===== src/design/tsb_pkg.sv =====
// Shared types, constants and helper functions of the texture sampler.
`timescale 1ns / 1ps
package tsb_pkg;

    localparam int COORD_W   = 32;
    localparam int FRAC_W    = 16;
    localparam int T_W       = FRAC_W + 1;
    localparam int SIZE_W    = 9;
    localparam int IDX_W     = 8;
    localparam int WT_W      = 8;
    localparam int ADDR_W    = 2 * IDX_W;
    localparam int TEXEL_W   = 32;
    localparam int PROD_W    = T_W + SIZE_W;
    localparam int WPROD_W   = 2 * WT_W + 1;
    localparam int CPROD_W   = WPROD_W + 8;
    localparam int APB_AW    = 5;
    localparam int APB_DW    = 32;

    localparam logic [SIZE_W-1:0] MAX_SIZE = SIZE_W'(256);
    localparam logic [T_W-1:0]    T_ONE    = T_W'(1) << FRAC_W;

    // Tile modes
    localparam logic [1:0] TILE_CLAMP  = 2'd0;
    localparam logic [1:0] TILE_REPEAT = 2'd1;
    localparam logic [1:0] TILE_MIRROR = 2'd2;
    localparam logic [1:0] TILE_DECAL  = 2'd3;

    // Filters and commands
    localparam logic FILT_NEAREST  = 1'b0;
    localparam logic FILT_BILINEAR = 1'b1;
    localparam logic CMD_LOAD      = 1'b0;
    localparam logic CMD_SAMPLE    = 1'b1;

    // Register indexes
    localparam logic [2:0] REG_WIDTH  = 3'd0;
    localparam logic [2:0] REG_HEIGHT = 3'd1;
    localparam logic [2:0] REG_XMODE  = 3'd2;
    localparam logic [2:0] REG_YMODE  = 3'd3;
    localparam logic [2:0] REG_FILTER = 3'd4;

    typedef struct packed {
        logic [SIZE_W-1:0] width;
        logic [SIZE_W-1:0] height;
        logic [1:0]        x_mode;
        logic [1:0]        y_mode;
        logic              filt;
    } t_cfg;

    // Control and fetch coordinates leaving the coordinate pipeline
    typedef struct packed {
        logic               vld;
        logic               load;
        logic               zero;
        logic               filt;
        logic [IDX_W-1:0]   x0;
        logic [IDX_W-1:0]   x1;
        logic [IDX_W-1:0]   y0;
        logic [IDX_W-1:0]   y1;
        logic [WT_W-1:0]    a;
        logic [WT_W-1:0]    b;
        logic [ADDR_W-1:0]  ld_addr;
        logic [TEXEL_W-1:0] ld_data;
    } t_fetch;

    // Size register to the size actually used
    function automatic logic [SIZE_W-1:0] eff_size(input logic [SIZE_W-1:0] r);
        logic [SIZE_W-1:0] s;
        s = r;
        if (r == '0) s = SIZE_W'(1);
        else if (r > MAX_SIZE) s = MAX_SIZE;
        return s;
    endfunction

    // Per-axis coordinate remap; result lies in [0, ONE] for clamp, repeat and mirror
    function automatic logic [T_W-1:0] remap(input logic [COORD_W-1:0] t,
                                             input logic [1:0] mode);
        logic [T_W-1:0] r;
        logic [T_W-1:0] m;
        r = t[T_W-1:0];
        m = {~t[FRAC_W], t[FRAC_W-1:0]};
        case (mode)
            TILE_CLAMP: begin
                if (t[COORD_W-1]) r = '0;
                else if (t[COORD_W-2:FRAC_W] != '0 && t[T_W-1:0] != T_ONE) r = T_ONE;
                else if (t[COORD_W-2:T_W] != '0) r = T_ONE;
                else r = t[T_W-1:0];
            end
            TILE_REPEAT: r = {1'b0, t[FRAC_W-1:0]};
            TILE_MIRROR: begin
                if (m[FRAC_W]) r = {1'b0, m[FRAC_W-1:0]};
                else r = T_ONE - m;
            end
            default: r = t[T_W-1:0];
        endcase
        return r;
    endfunction

    // Clamp a signed index to [0, size-1]
    function automatic logic [IDX_W-1:0] clamp_idx(input logic signed [SIZE_W+2:0] i,
                                                   input logic [SIZE_W-1:0] size);
        logic signed [SIZE_W+2:0] top;
        logic [IDX_W-1:0] r;
        top = $signed({3'b000, size}) - 12'sd1;
        if (i < 0) r = '0;
        else if (i > top) r = top[IDX_W-1:0];
        else r = i[IDX_W-1:0];
        return r;
    endfunction

endpackage


===== src/design/tsb_coord.sv =====
// Coordinate pipeline: remap, scale by texture size, texel indices and weights.
`timescale 1ns / 1ps
module tsb_coord (
    input  logic                         i_clk,
    input  logic                         i_rst_n,
    input  logic                         i_en,
    input  logic                         i_vld,
    input  logic                         i_cmd,
    input  logic [tsb_pkg::COORD_W-1:0]  i_u,
    input  logic [tsb_pkg::COORD_W-1:0]  i_v,
    input  logic [tsb_pkg::IDX_W-1:0]    i_tx,
    input  logic [tsb_pkg::IDX_W-1:0]    i_ty,
    input  logic [tsb_pkg::TEXEL_W-1:0]  i_tdata,
    input  tsb_pkg::t_cfg                i_cfg,
    output tsb_pkg::t_fetch              o_fetch
);
    // stage 1: remap
    logic                          r1_vld, r1_load, r1_zero, r1_filt;
    logic [tsb_pkg::T_W-1:0]       r1_tu, r1_tv;
    logic [tsb_pkg::SIZE_W-1:0]    r1_w, r1_h;
    logic [1:0]                    r1_xm, r1_ym;
    logic [tsb_pkg::ADDR_W-1:0]    r1_addr;
    logic [tsb_pkg::TEXEL_W-1:0]   r1_data;
    logic                          n1_zero;

    // stage 2: scaled coordinates
    logic                          r2_vld, r2_load, r2_zero, r2_filt;
    logic [tsb_pkg::PROD_W-1:0]    r2_pu, r2_pv;
    logic [tsb_pkg::SIZE_W-1:0]    r2_w, r2_h;
    logic [1:0]                    r2_xm, r2_ym;
    logic [tsb_pkg::ADDR_W-1:0]    r2_addr;
    logic [tsb_pkg::TEXEL_W-1:0]   r2_data;

    // stage 3: indices
    tsb_pkg::t_fetch               r3, n3;

    function automatic logic out_of_unit(input logic [tsb_pkg::COORD_W-1:0] t);
        return t[tsb_pkg::COORD_W-1] || (t[tsb_pkg::COORD_W-2:tsb_pkg::FRAC_W] != '0);
    endfunction

    // Index pair and weight along one axis
    function automatic logic [2*tsb_pkg::IDX_W+tsb_pkg::WT_W-1:0] axis(
        input logic [tsb_pkg::PROD_W-1:0] p, input logic [tsb_pkg::SIZE_W-1:0] size,
        input logic [1:0] mode, input logic filt);
        logic signed [tsb_pkg::PROD_W:0]   px;
        logic signed [tsb_pkg::SIZE_W+2:0] i0, nr;
        logic [tsb_pkg::SIZE_W-1:0]        r0, r1;
        logic [tsb_pkg::IDX_W-1:0]         k0, k1;
        px = $signed({1'b0, p}) - $signed((tsb_pkg::PROD_W+1)'(1) << (tsb_pkg::FRAC_W - 1));
        i0 = (tsb_pkg::SIZE_W+3)'(px >>> tsb_pkg::FRAC_W);
        nr = $signed({2'b00, p[tsb_pkg::PROD_W-1:tsb_pkg::FRAC_W]});
        r0 = (i0 < 0) ? size - tsb_pkg::SIZE_W'(1) : i0[tsb_pkg::SIZE_W-1:0];
        r1 = (r0 + tsb_pkg::SIZE_W'(1) == size) ? '0 : r0 + tsb_pkg::SIZE_W'(1);
        if (filt == tsb_pkg::FILT_NEAREST) begin
            k0 = tsb_pkg::clamp_idx(nr, size);
            k1 = k0;
        end else if (mode == tsb_pkg::TILE_REPEAT) begin
            k0 = r0[tsb_pkg::IDX_W-1:0];
            k1 = r1[tsb_pkg::IDX_W-1:0];
        end else begin
            k0 = tsb_pkg::clamp_idx(i0, size);
            k1 = tsb_pkg::clamp_idx(i0 + 12'sd1, size);
        end
        return {k0, k1, px[tsb_pkg::FRAC_W-1:tsb_pkg::FRAC_W-tsb_pkg::WT_W]};
    endfunction

    assign n1_zero = (i_cfg.x_mode == tsb_pkg::TILE_DECAL && out_of_unit(i_u)) ||
                     (i_cfg.y_mode == tsb_pkg::TILE_DECAL && out_of_unit(i_v));

    always_comb begin
        n3         = '0;
        n3.vld     = r2_vld;
        n3.load    = r2_load;
        n3.zero    = r2_zero;
        n3.filt    = r2_filt;
        {n3.x0, n3.x1, n3.a} = axis(r2_pu, r2_w, r2_xm, r2_filt);
        {n3.y0, n3.y1, n3.b} = axis(r2_pv, r2_h, r2_ym, r2_filt);
        n3.ld_addr = r2_addr;
        n3.ld_data = r2_data;
    end

    // valid bits
    always_ff @(posedge i_clk) begin
        if (!i_rst_n) begin
            r1_vld <= 1'b0;
            r2_vld <= 1'b0;
            r3.vld <= 1'b0;
        end else if (i_en) begin
            r1_vld <= i_vld;
            r2_vld <= r1_vld;
            r3.vld <= n3.vld;
        end
    end

    // payload
    always_ff @(posedge i_clk) begin
        if (i_en) begin
            r1_load <= (i_cmd == tsb_pkg::CMD_LOAD);
            r1_zero <= n1_zero;
            r1_filt <= i_cfg.filt;
            r1_tu   <= tsb_pkg::remap(i_u, i_cfg.x_mode);
            r1_tv   <= tsb_pkg::remap(i_v, i_cfg.y_mode);
            r1_w    <= tsb_pkg::eff_size(i_cfg.width);
            r1_h    <= tsb_pkg::eff_size(i_cfg.height);
            r1_xm   <= i_cfg.x_mode;
            r1_ym   <= i_cfg.y_mode;
            r1_addr <= {i_ty, i_tx};
            r1_data <= i_tdata;

            r2_load <= r1_load;
            r2_zero <= r1_zero;
            r2_filt <= r1_filt;
            r2_pu   <= tsb_pkg::PROD_W'(r1_tu * r1_w);
            r2_pv   <= tsb_pkg::PROD_W'(r1_tv * r1_h);
            r2_w    <= r1_w;
            r2_h    <= r1_h;
            r2_xm   <= r1_xm;
            r2_ym   <= r1_ym;
            r2_addr <= r1_addr;
            r2_data <= r1_data;

            r3.load    <= n3.load;
            r3.zero    <= n3.zero;
            r3.filt    <= n3.filt;
            r3.x0      <= n3.x0;
            r3.x1      <= n3.x1;
            r3.y0      <= n3.y0;
            r3.y1      <= n3.y1;
            r3.a       <= n3.a;
            r3.b       <= n3.b;
            r3.ld_addr <= n3.ld_addr;
            r3.ld_data <= n3.ld_data;
        end
    end

    assign o_fetch = r3;

endmodule


===== config.mk =====
export PLATFORM = sky130hd
export DESIGN_NAME = tsb_coord
export DESIGN_NICKNAME = d
export VERILOG_FILES = /design/src/design/tsb_pkg.sv /design/src/design/tsb_coord.sv
export SDC_FILE = /design/constraint.sdc
export NUM_CORES = 1
export LEC_CHECK = 0
export BUFFER_PORTS_ARGS = -buffer_cell sky130_fd_sc_hd__buf_2
export CAP_MARGIN = 20
export CORE_ASPECT_RATIO = 1.25
export CORE_UTILIZATION = 37
export CTS_BUF_LIST = sky130_fd_sc_hd__clkbuf_16
export DETAILED_ROUTE_END_ITERATION = 16
export PLACE_DENSITY = 0.53
export SYNTH_ARGS = -nofsm -noshare
export SYNTH_HDL_FRONTEND = slang
export SYNTH_SLANG_ARGS = --single-unit

===== constraint.sdc =====
create_clock -name i_clk -period 5.3 [get_ports i_clk]
set_input_delay 0.53 -clock i_clk [delete_from_list [all_inputs] [get_ports i_clk]]
set_output_delay 0.53 -clock i_clk [all_outputs]
set_load 0.02 [all_outputs]

==> results of run 1 <==
-- worst register-to-register path, cell delays in order (launching register included) --
cell,delay [ns]
edfxtp_1,0.42
buf_4,0.16
and2_1,0.15
fa_1,0.46
fa_1,0.51
fa_1,0.54
inv_1,0.05
fa_1,0.53
inv_1,0.05
ha_1,0.34
and3_1,0.22
a221oi_2,0.29
buf_4,0.17
a21oi_1,0.08
o21ai_2,0.20
a21oi_2,0.09
or3_4,0.40
a21oi_4,0.17
xnor2_1,0.07
-- repair_timing --
| item | CTS | global route |
|---|---|---|
| buffers inserted | 5 | 5 |
| setup endpoints to repair | 3 | 12 |
| pin swaps | 0 | 7 |
| endpoints found under the hold margin | 0 | 0 |
| resized for setup | 1 | 26 |
-- sequential cells by signal, indices dropped and copies added, names as in the netlist, 16 cells and up --
signal and flops:
r2_addr 16, r1_addr 16, r2_pu 18, o_fetch 100, r1_data 32, r1_tu 17, r1_tv 17, r2_pv 18
r2_data 32
-- stage by stage --
| step | hold slack [ns] | setup TNS [ns] | util, % |
|---|---|---|---|
| after floorplan | 0.400 | 0 | - |
| after global placement | 0.400 | -0.0381 | 41.7 |
| after detailed placement | 0.405 | -0.210 | 41.7 |
| after CTS | 0.101 | 0 | 43.5 |
| after global routing | 0.113 | -0.0453 | 43.8 |
| final | 0.150 | 0 | 43.8 |
-- cells in the final DEF, fill, tap and decap left out, drive strengths merged, types with 7 or more instances in the layout --
cell type,n
a21o,18
and3,11
and2,173
or4,11
xnor2,60
ha,166
xor2,52
buf,332
nand3,35
a21boi,8
o21ai,69
or3,22
fa,210
a211oi,15
mux2i,16
o311ai,8
o21a,23
o221ai,15
nor4,23
o31ai,22
nor3,43
nor3b,7
nand4,13
nor2b,19
clkinv,12
nor2,95
edfxtp,315
clkbuf,36
o211ai,27
nand2,219
nand2b,16
a21oi,60
inv,348
a211o,11
-- area by class of cell --
cell class | instances | area, µm² | share of cell area (%)
clock buffers | 36 | 901 | 3.18
clock inverters | 29 | 265 | 0.935
inverters | 335 | 1260 | 4.43
multi-input cells | 1531 | 13400 | 47.2
flip-flops and latches | 318 | 9520 | 33.6
well taps | 848 | 1060 | 3.74
repair buffers | 332 | 1970 | 6.94
-- worst max-delay path by stage --
stage,from,endpoint,slack (ns),cells past startpoint
after global routing,r1_h[8]$_SDFFCE_PN0P_,r2_pv[24]$_DFFE_PP_,-0.05,20
final,r1_tv[3]$_DFFE_PP_,r2_pv[24]$_DFFE_PP_,0.16,18
after CTS,r1_tv[3]$_DFFE_PP_,r2_pv[24]$_DFFE_PP_,0.03,19
after floorplan,r1_w[2]$_SDFFCE_PP0P_,r2_pu[25]$_DFFE_PP_,0.07,20
after global placement,r1_tv[4]$_DFFE_PP_,r2_pv[24]$_DFFE_PP_,-0.04,19
after detailed placement,r1_tv[4]$_DFFE_PP_,r2_pv[24]$_DFFE_PP_,-0.14,19
-- cells by family (layout without fill, tap and decap cells) --
group | Yosys count | in the layout | share of synthesized area [%]
muxes | 21 | 21 | 0.889
buffers and inverters | 408 | 732 | 6.36
and+or+nand+nor | 708 | 708 | 15.0
xor gates and xnor gates | 113 | 113 | 4.15
AOI/OAI and AO/OA | 313 | 313 | 8.74
DFF | 318 | 318 | 39.1
adders and majority gates | 376 | 376 | 25.8
-- layer usage --
layer / vias to the layer above / GRT usage [%] / routed length, µm
met1: 8330 / 22.9 / 26100
met3: 107 / 2.85 / 3020
met2: 477 / 30.6 / 28600
met4: 0 / 6.13 / 1750
li1: 8268 / - / -
met5: - / 0 / 0
-- power breakdown --
group          switching, mW  internal (mW)  total [mW]
registers              0.375           3.65        4.02
logic                   5.40           4.08        9.48
clock network           1.03           1.45        2.47
==> results_dict.tcl, run 1 <==
set metrics [dict create \
    fin_ws_ns 0.158 \
    grt_pass1_vias 17858 \
    avgRoutedWirePerCell_um 17.4 \
    rows 104 \
    crit_path_end_kind "register" \
    firstDrtPassIters 5 \
    critPathLaunchType "register" \
    grt_pass1_wl_um 94500 \
    ios 240 \
    die_area_um2 66900 \
    synthTopCellsByArea "edfxtp_1 39%, fa_1 17%, ha_1 8.5%" \
    p_leak_nw 12.4 \
    vias 17182 \
    clock_sinks 318 \
    yosysTopAreaCell "edfxtp_1" \
    fin_area_um2 28400 \
    worst-r2r-cell-count 18 \
    power.density_nw_per_um2 563 \
    antenna_cells 0 \
    hold_path.startpoint "i_cfg[0]" \
    wirelength_um 59500 \
    drcViolationCount 0 \
    clock_path_buffers 3 \
    syn_nets 2773 \
    hold_end "r1_filt$_DFFE_PP_" \
    min_path_cells 1 \
    path_delay_family "adder cells" \
    drive_above_1_share_pct 16.4 \
    nFillCells 6183 \
    placed_cells 3354 \
    path_class "register to register" \
    cp_slowest_stage_delay_ns 0.54 \
    yosysSeqAreaShare_pct 39.1 \
    synth_common_cells "332 x inv_1, 315 x edfxtp_1, 219 x nand2_1" \
    fin_cells 3429 \
    hold_class "input pin to register" \
    synth_top_area_share_pct 38.8 \
    viasPerCell 5.01 \
    die_h_um 289 \
    r2r-end "r2_pv[24]$_DFFE_PP_" \
    postRouteAntennaNets 0 \
    yosys_warnings 0 \
    crit_top_cell "fa_1" \
    synthCells 2257 \
    clk_pin_slew_ns 0.07 \
    hold_viol 0 \
    drtIter0Drc 964 \
    skew_ns 0.0139 \
    start_util_pct 37.6 \
    dp_hpwl_um 46500 \
    cts_hold_buf 0 \
    numPortBuffers 239 \
    max_freq_ghz 0.194 \
    period_share_pct 97.0 \
    drv_cap 0 \
    finalPower_mw 16.0 \
    post-route-min-period_ns 5.14 \
    root_buffer "clkbuf_16" \
    crit_fanout 4 \
    status "complete, no violations" \
    crit_chain "buf_4 > and2_1 > fa_1 > fa_1 > fa_1 > inv_1 > fa_1 > inv_1 > ha_1 > and3_1 > a221oi_2 > buf_4 > a21oi_1 > o21ai_2 > a21oi_2 > or3_4 > a21oi_4 > xnor2_1" \
    fp.dieW_um 232 \
    area_growth_pct 16.4 \
    grt_max_degree 118 \
    crit_required_ns 5.60 \
    syn_area_um2 24400 \
    finalWeightedCongestion 0.917 \
    yosysMostFrequentCell "inv_1" \
    peakVddDrop_mv 0.323 \
    grt_usage_pct 17.9 \
    synth_edf_count 315 \
    dp_slack_ns -0.144 \
    drv_slew 0 \
    htree_levels 2 \
    numCtsBuffers 36 \
    avgSynthCellArea_um2 10.8 \
    slowest_stage "fa_1" \
    r2r_slack_ns 0.16 \
    tightest_slew_ns 1.00 \
    slew_headroom_pct 32.7 \
    setup_violations 0 \
    timing.rr.start "r1_tv[3]$_DFFE_PP_" \
    synth_flop_cell "edfxtp_1" \
    place_area_um2 27000 \
    grt_antenna_before_repair 0 \
    fp.coreArea_um2 64800 \
    cp.buffers_inverters 4 \
    finalNetCount 3070 \
    async_reset_ff_share_pct 0 \
    cp.arrival_ns 5.45 \
    gr-total-overflow 0 \
    synth.distinct_cells 80 \
    clk_latency_ns 0.55 \
    cts_tree "yes" \
    ys_seq_elements 318 \
]
Power figures use the tool's default switching activity.
==> inputs of run 2 (changes only) <==
CORE_ASPECT_RATIO = 0.7   (was 1.25)
CORE_UTILIZATION = 55   (was 37)
PLACE_DENSITY = 0.75   (was 0.53)
==> results_dict.tcl, run 2 (synthesis results as in run 1) <==
set metrics [dict create \
    hold_class "input pin to register" \
    skew_ns 0.0187 \
    root_buffer "clkbuf_16" \
    internal_power_mw 9.19 \
    die_area_um2 45100 \
    gr-total-overflow 0 \
    placed_cells 3100 \
    finalNetCount 3074 \
    peakVddDrop_mv 0.303 \
    fp.coreArea_um2 43700 \
    fin_cells 3177 \
    timing.rr.start "r1_h[5]$_SDFFCE_PP0P_" \
    setup_violations 0 \
    vias 17640 \
    fin_ws_ns 0.122 \
    max_freq_ghz 0.193 \
    place_area_um2 26700 \
    path_delay_family "adder cells" \
    hold_end "r1_filt$_DFFE_PP_" \
    largest_reg_flops 100 \
    dp_hpwl_um 45000 \
    numCtsBuffers 31 \
    grt_pass1_wl_um 91200 \
    hold_viol 0 \
    worst-r2r-cell-count 21 \
    antenna_cells 0 \
    power.density_nw_per_um2 573 \
    drtIter0Drc 1391 \
    start_util_pct 55.7 \
    avgRoutedWirePerCell_um 18.3 \
    layout_commonest_cell "inv_1" \
    crit_required_ns 5.65 \
    nFillCells 3466 \
    clock_sinks 318 \
    slowest_stage "fa_1" \
    tightest_slew_ns 1.02 \
    clock_path_buffers 3 \
    fin_setup_tns_ns 0 \
    cts_tree "yes" \
    rows 64 \
    cp_slowest_stage_delay_ns 0.54 \
    finalWeightedCongestion 0.908 \
    grt_max_degree 147 \
    p_leak_nw 12.3 \
    crit_chain "buf_4 > buf_4 > and2_1 > fa_1 > inv_1 > fa_1 > inv_1 > fa_1 > inv_1 > fa_1 > inv_1 > ha_4 > a21o_1 > a21o_1 > a21oi_2 > nor2b_1 > nor2_1 > a21oi_1 > or3_4 > a21oi_2 > xnor2_1" \
    r2r_slack_ns 0.12 \
    drcViolationCount 0 \
    post-route-min-period_ns 5.18 \
    p_seq_share_pct 24.8 \
    drive_above_1_share_pct 16.8 \
    grt_usage_pct 25.7 \
    crit_path_end_kind "register" \
    postRouteAntennaNets 0 \
    layout_common_cells "335 x inv_1, 315 x edfxtp_1, 238 x buf_2" \
    drv_cap 0 \
    grt_antenna_before_repair 1 \
    cp.arrival_ns 5.53 \
    status "complete, no violations" \
    slew_headroom_pct 31.6 \
    critPathLaunchType "register" \
    cts_hold_buf 0 \
    die_h_um 178 \
    ios 240 \
    htree_levels 1 \
    clkPwrFrac_pct 15.0 \
    period_share_pct 97.7 \
    wirelength_um 58200 \
    hold_path.startpoint "i_cfg[0]" \
    grt_pass1_vias 17023 \
    area_growth_pct 15.2 \
    min_path_cells 1 \
    fin_area_um2 28100 \
    fp.dieW_um 254 \
    pwr-share-comb_pct 60.2 \
    drv_slew 0 \
    clk_latency_ns 0.60 \
    crit_fanout 13 \
    p_sw_share_pct 42.9 \
    path_class "register to register" \
    dp_slack_ns -0.0572 \
    viasPerCell 5.55 \
    p_switching_mw 6.89 \
    cp.buffers_inverters 6 \
    r2r-end "r2_pv[24]$_DFFE_PP_" \
    clk_pin_slew_ns 0.08 \
    numPortBuffers 239 \
    firstDrtPassIters 6 \
]
## run 2: worst max-delay path by stage
stage / startpoint / end / cells after the start / slack [ns]
after floorplan: r1_w[2]$_SDFFCE_PP0P_ / r2_pu[25]$_DFFE_PP_ / 20 / 0.07
after global placement: r1_tv[1]$_DFFE_PP_ / r2_pv[24]$_DFFE_PP_ / 18 / 0.02
after detailed placement: r1_tv[1]$_DFFE_PP_ / r2_pv[24]$_DFFE_PP_ / 18 / -0.06
after CTS: r1_w[1]$_SDFFCE_PP0P_ / r2_pu[23]$_DFFE_PP_ / 20 / 0.002
after global routing: r1_h[5]$_SDFFCE_PP0P_ / r2_pv[24]$_DFFE_PP_ / 21 / -0.08
final: r1_h[5]$_SDFFCE_PP0P_ / r2_pv[24]$_DFFE_PP_ / 21 / 0.12
## run 2: timing repair
action                                  CTS  global route
setup buffers                             1            18
pin swaps                                 0             6
endpoints found under the setup margin    1            13
resized for setup                         1            28
## run 2: area by class of cell
type,count,area (µm²),share of cell area [%]
multi-input cells,1531,13400,47.7
flip-flops and latches,318,9520,33.9
repair buffers,341,2030,7.22
inverters,335,1260,4.48
clock buffers,31,776,2.77
well taps,594,743,2.65
clock inverters,27,339,1.21
## run 2: metrics by stage
step / hold WS, ns / power, mW / utilization, %
finish: 0.0977 / 16.1 / 64.2
global route: 0.0747 / 17.5 / 64.2
CTS: 0.0668 / 15.7 / 63.6
detailed placement: 0.405 / 13.2 / 61.0
global placement: 0.400 / 12.9 / 61.0
floorplan: 0.400 / 10.6 / -
## run 2: power by group through the flow
stage	clock (mW)	sequential (mW)	combinational, mW
finish	2.42	3.99	9.67
global route	2.57	4.04	10.8
CTS	2.48	3.98	9.26
detailed placement	0	4.04	9.16
global placement	0	4.01	8.86
floorplan	0	4.09	6.54
## run 2: routing by layer
layer | up-vias | global-route usage [%] | wire [µm]
li1 | 8283 | - | -
met1 | 8524 | 40.3 | 27900
met2 | 768 | 37.4 | 24500
met3 | 63 | 4.84 | 5020
met4 | 2 | 4.12 | 762
met5 | - | 0 | 13
==> inputs of run 3 (changes only) <==
SETUP_SLACK_MARGIN = 0.15   (was default)
==> results_dict.tcl, run 3 (synthesis results as in run 1) <==
set metrics [dict create \
    fin_util_pct 64.9 \
    layout_commonest_cell "inv_1" \
    htree_levels 1 \
    slowest_stage "fa_1" \
    finalNetCount 3099 \
    gr-total-overflow 0 \
    fin_setup_tns_ns 0 \
    path_delay_family "adder cells" \
    crit_chain "buf_6 > buf_6 > buf_4 > nand2_1 > fa_1 > fa_1 > inv_1 > ha_1 > inv_1 > fa_1 > inv_1 > ha_4 > nand4_1 > nor3_2 > o21ai_2 > a21boi_2 > o21a_1 > a221o_1 > a221oi_2 > buf_4 > a21oi_2 > xnor2_1" \
    ios 240 \
    grt_max_degree 131 \
    fin_cells 3198 \
    crit_path_end_kind "register" \
    clk_latency_ns 0.60 \
    post-route-min-period_ns 5.03 \
    p_leak_nw 12.5 \
    hold_viol 0 \
    drv_cap 0 \
    slew_headroom_pct 33.0 \
    max_freq_ghz 0.199 \
    tightest_slew_ns 1.00 \
    rows 64 \
    numPortBuffers 239 \
    setup_violations 0 \
    area_growth_pct 16.5 \
    placed_cells 3094 \
    skew_ns 0.0136 \
    clock_sinks 318 \
    fp.coreArea_um2 43700 \
    finalWeightedCongestion 0.922 \
    crit_start "r1_w[0]$_SDFFCE_PN1P_" \
    crit_required_ns 5.64 \
    drcViolationCount 0 \
    dp_hpwl_um 44600 \
    grt_usage_pct 25.1 \
    clock_path_buffers 3 \
    postRouteAntennaNets 0 \
    grt_antenna_before_repair 0 \
    vias 17691 \
    period_share_pct 94.9 \
    fin_area_um2 28400 \
    status "complete, no violations" \
    grt_pass1_wl_um 89300 \
    numCtsBuffers 31 \
    start_util_pct 55.7 \
    avgRoutedWirePerCell_um 18.0 \
    critPathLaunchType "register" \
    timing.rr.start "r1_w[0]$_SDFFCE_PN1P_" \
    cts_tree "yes" \
    clk_pin_slew_ns 0.06 \
    place_area_um2 26600 \
    drv_slew 0 \
    hold_path.startpoint "i_tdata[25]" \
    wirelength_um 57700 \
    drive_above_1_share_pct 18.6 \
    cp.arrival_ns 5.36 \
    fp.dieW_um 254 \
    hold_class "input pin to register" \
    cp.buffers_inverters 7 \
    antenna_cells 0 \
    crit_fanout 6 \
    root_buffer "clkbuf_16" \
    path_class "register to register" \
    die_area_um2 45100 \
    power.density_nw_per_um2 573 \
    drtIter0Drc 1307 \
    layout_common_cells "330 x inv_1, 315 x edfxtp_1, 238 x buf_2" \
    rsz0062_at_grt "true" \
    viasPerCell 5.53 \
    peakVddDrop_mv 0.363 \
    firstDrtPassIters 6 \
    grt_pass1_vias 16906 \
    cts_hold_buf 0 \
    die_h_um 178 \
    cp_slowest_stage_delay_ns 0.52 \
    largest_reg_flops 100 \
]
==> run 3: cell count changes in the layout (fill, tap and decap cells not counted), moves of 5 or more <==
cell,change
inv_1,-5
nand2_2,+6
ha_1,-7
buf_6,+18
buf_4,+7
inv_2,+7
nand2_1,-6
ha_4,+7
==> run 3: per-stage QoR <==
stage	setup slack [ns]	hold slack, ns	power, mW
2_1_floorplan	0.176	0.400	10.6
3_3_place_gp	0.121	0.400	12.8
3_5_place_dp	0.0473	0.405	13.1
4_1_cts	0.154	0.0719	15.5
5_1_grt	0.0687	0.0772	17.6
6_report	0.273	0.110	16.3
==> run 3: repair_timing <==
item	in CTS	in global routing
pin swaps	2	50
endpoints found under the setup margin	5	20
resized for setup	10	81
setup buffers	8	41
gates cloned	0	1
==> run 3: worst reg2reg max path: cells and delay by family (launching register included) <==
family	cells	cell delay, ns
xor gates and xnor gates	1	0.12
adders and majority gates	5	1.98
DFF	1	0.42
AOI/OAI and AO/OA	6	1.22
and+or+nand+nor	3	0.24
buffers and inverters	7	0.79
==> run 3: power by group <==
group,switching (mW),internal (mW)
sequential,0.330,3.65
clock,0.943,1.26
combinational,5.72,4.36
total,6.99,9.26
==> run 3: worst paths after layout <==
check | endpoint | slack (ns) | depth (start not counted)
worst min-delay path | r1_data[25]$_DFFE_PP_ | 0.11 | 1
worst min register to register | r2_data[12]$_DFFE_PP_ | 0.42 | 0
worst max register to register | r2_pu[25]$_DFFE_PP_ | 0.27 | 22
worst max-delay path | r2_pu[25]$_DFFE_PP_ | 0.27 | 22
==> run 3: routing by layer <==
metal  vias up  share of wire (%)  GRT usage [%]
li1       8328                  -              -
met1      8575                 48           39.0
met2       733                 42           36.8
met3        55                8.6           5.14
met4         0                1.4           3.81
met5         -                  0              0
==> run 3: layout make-up <==
cell class	count	area (µm²)
inverters	335	1260
flip-flops and latches	318	9520
multi-input cells	1531	13600
repair buffers	366	2280
clock buffers	31	776
well taps	594	743
fillers	3401	15300
clock inverters	23	231
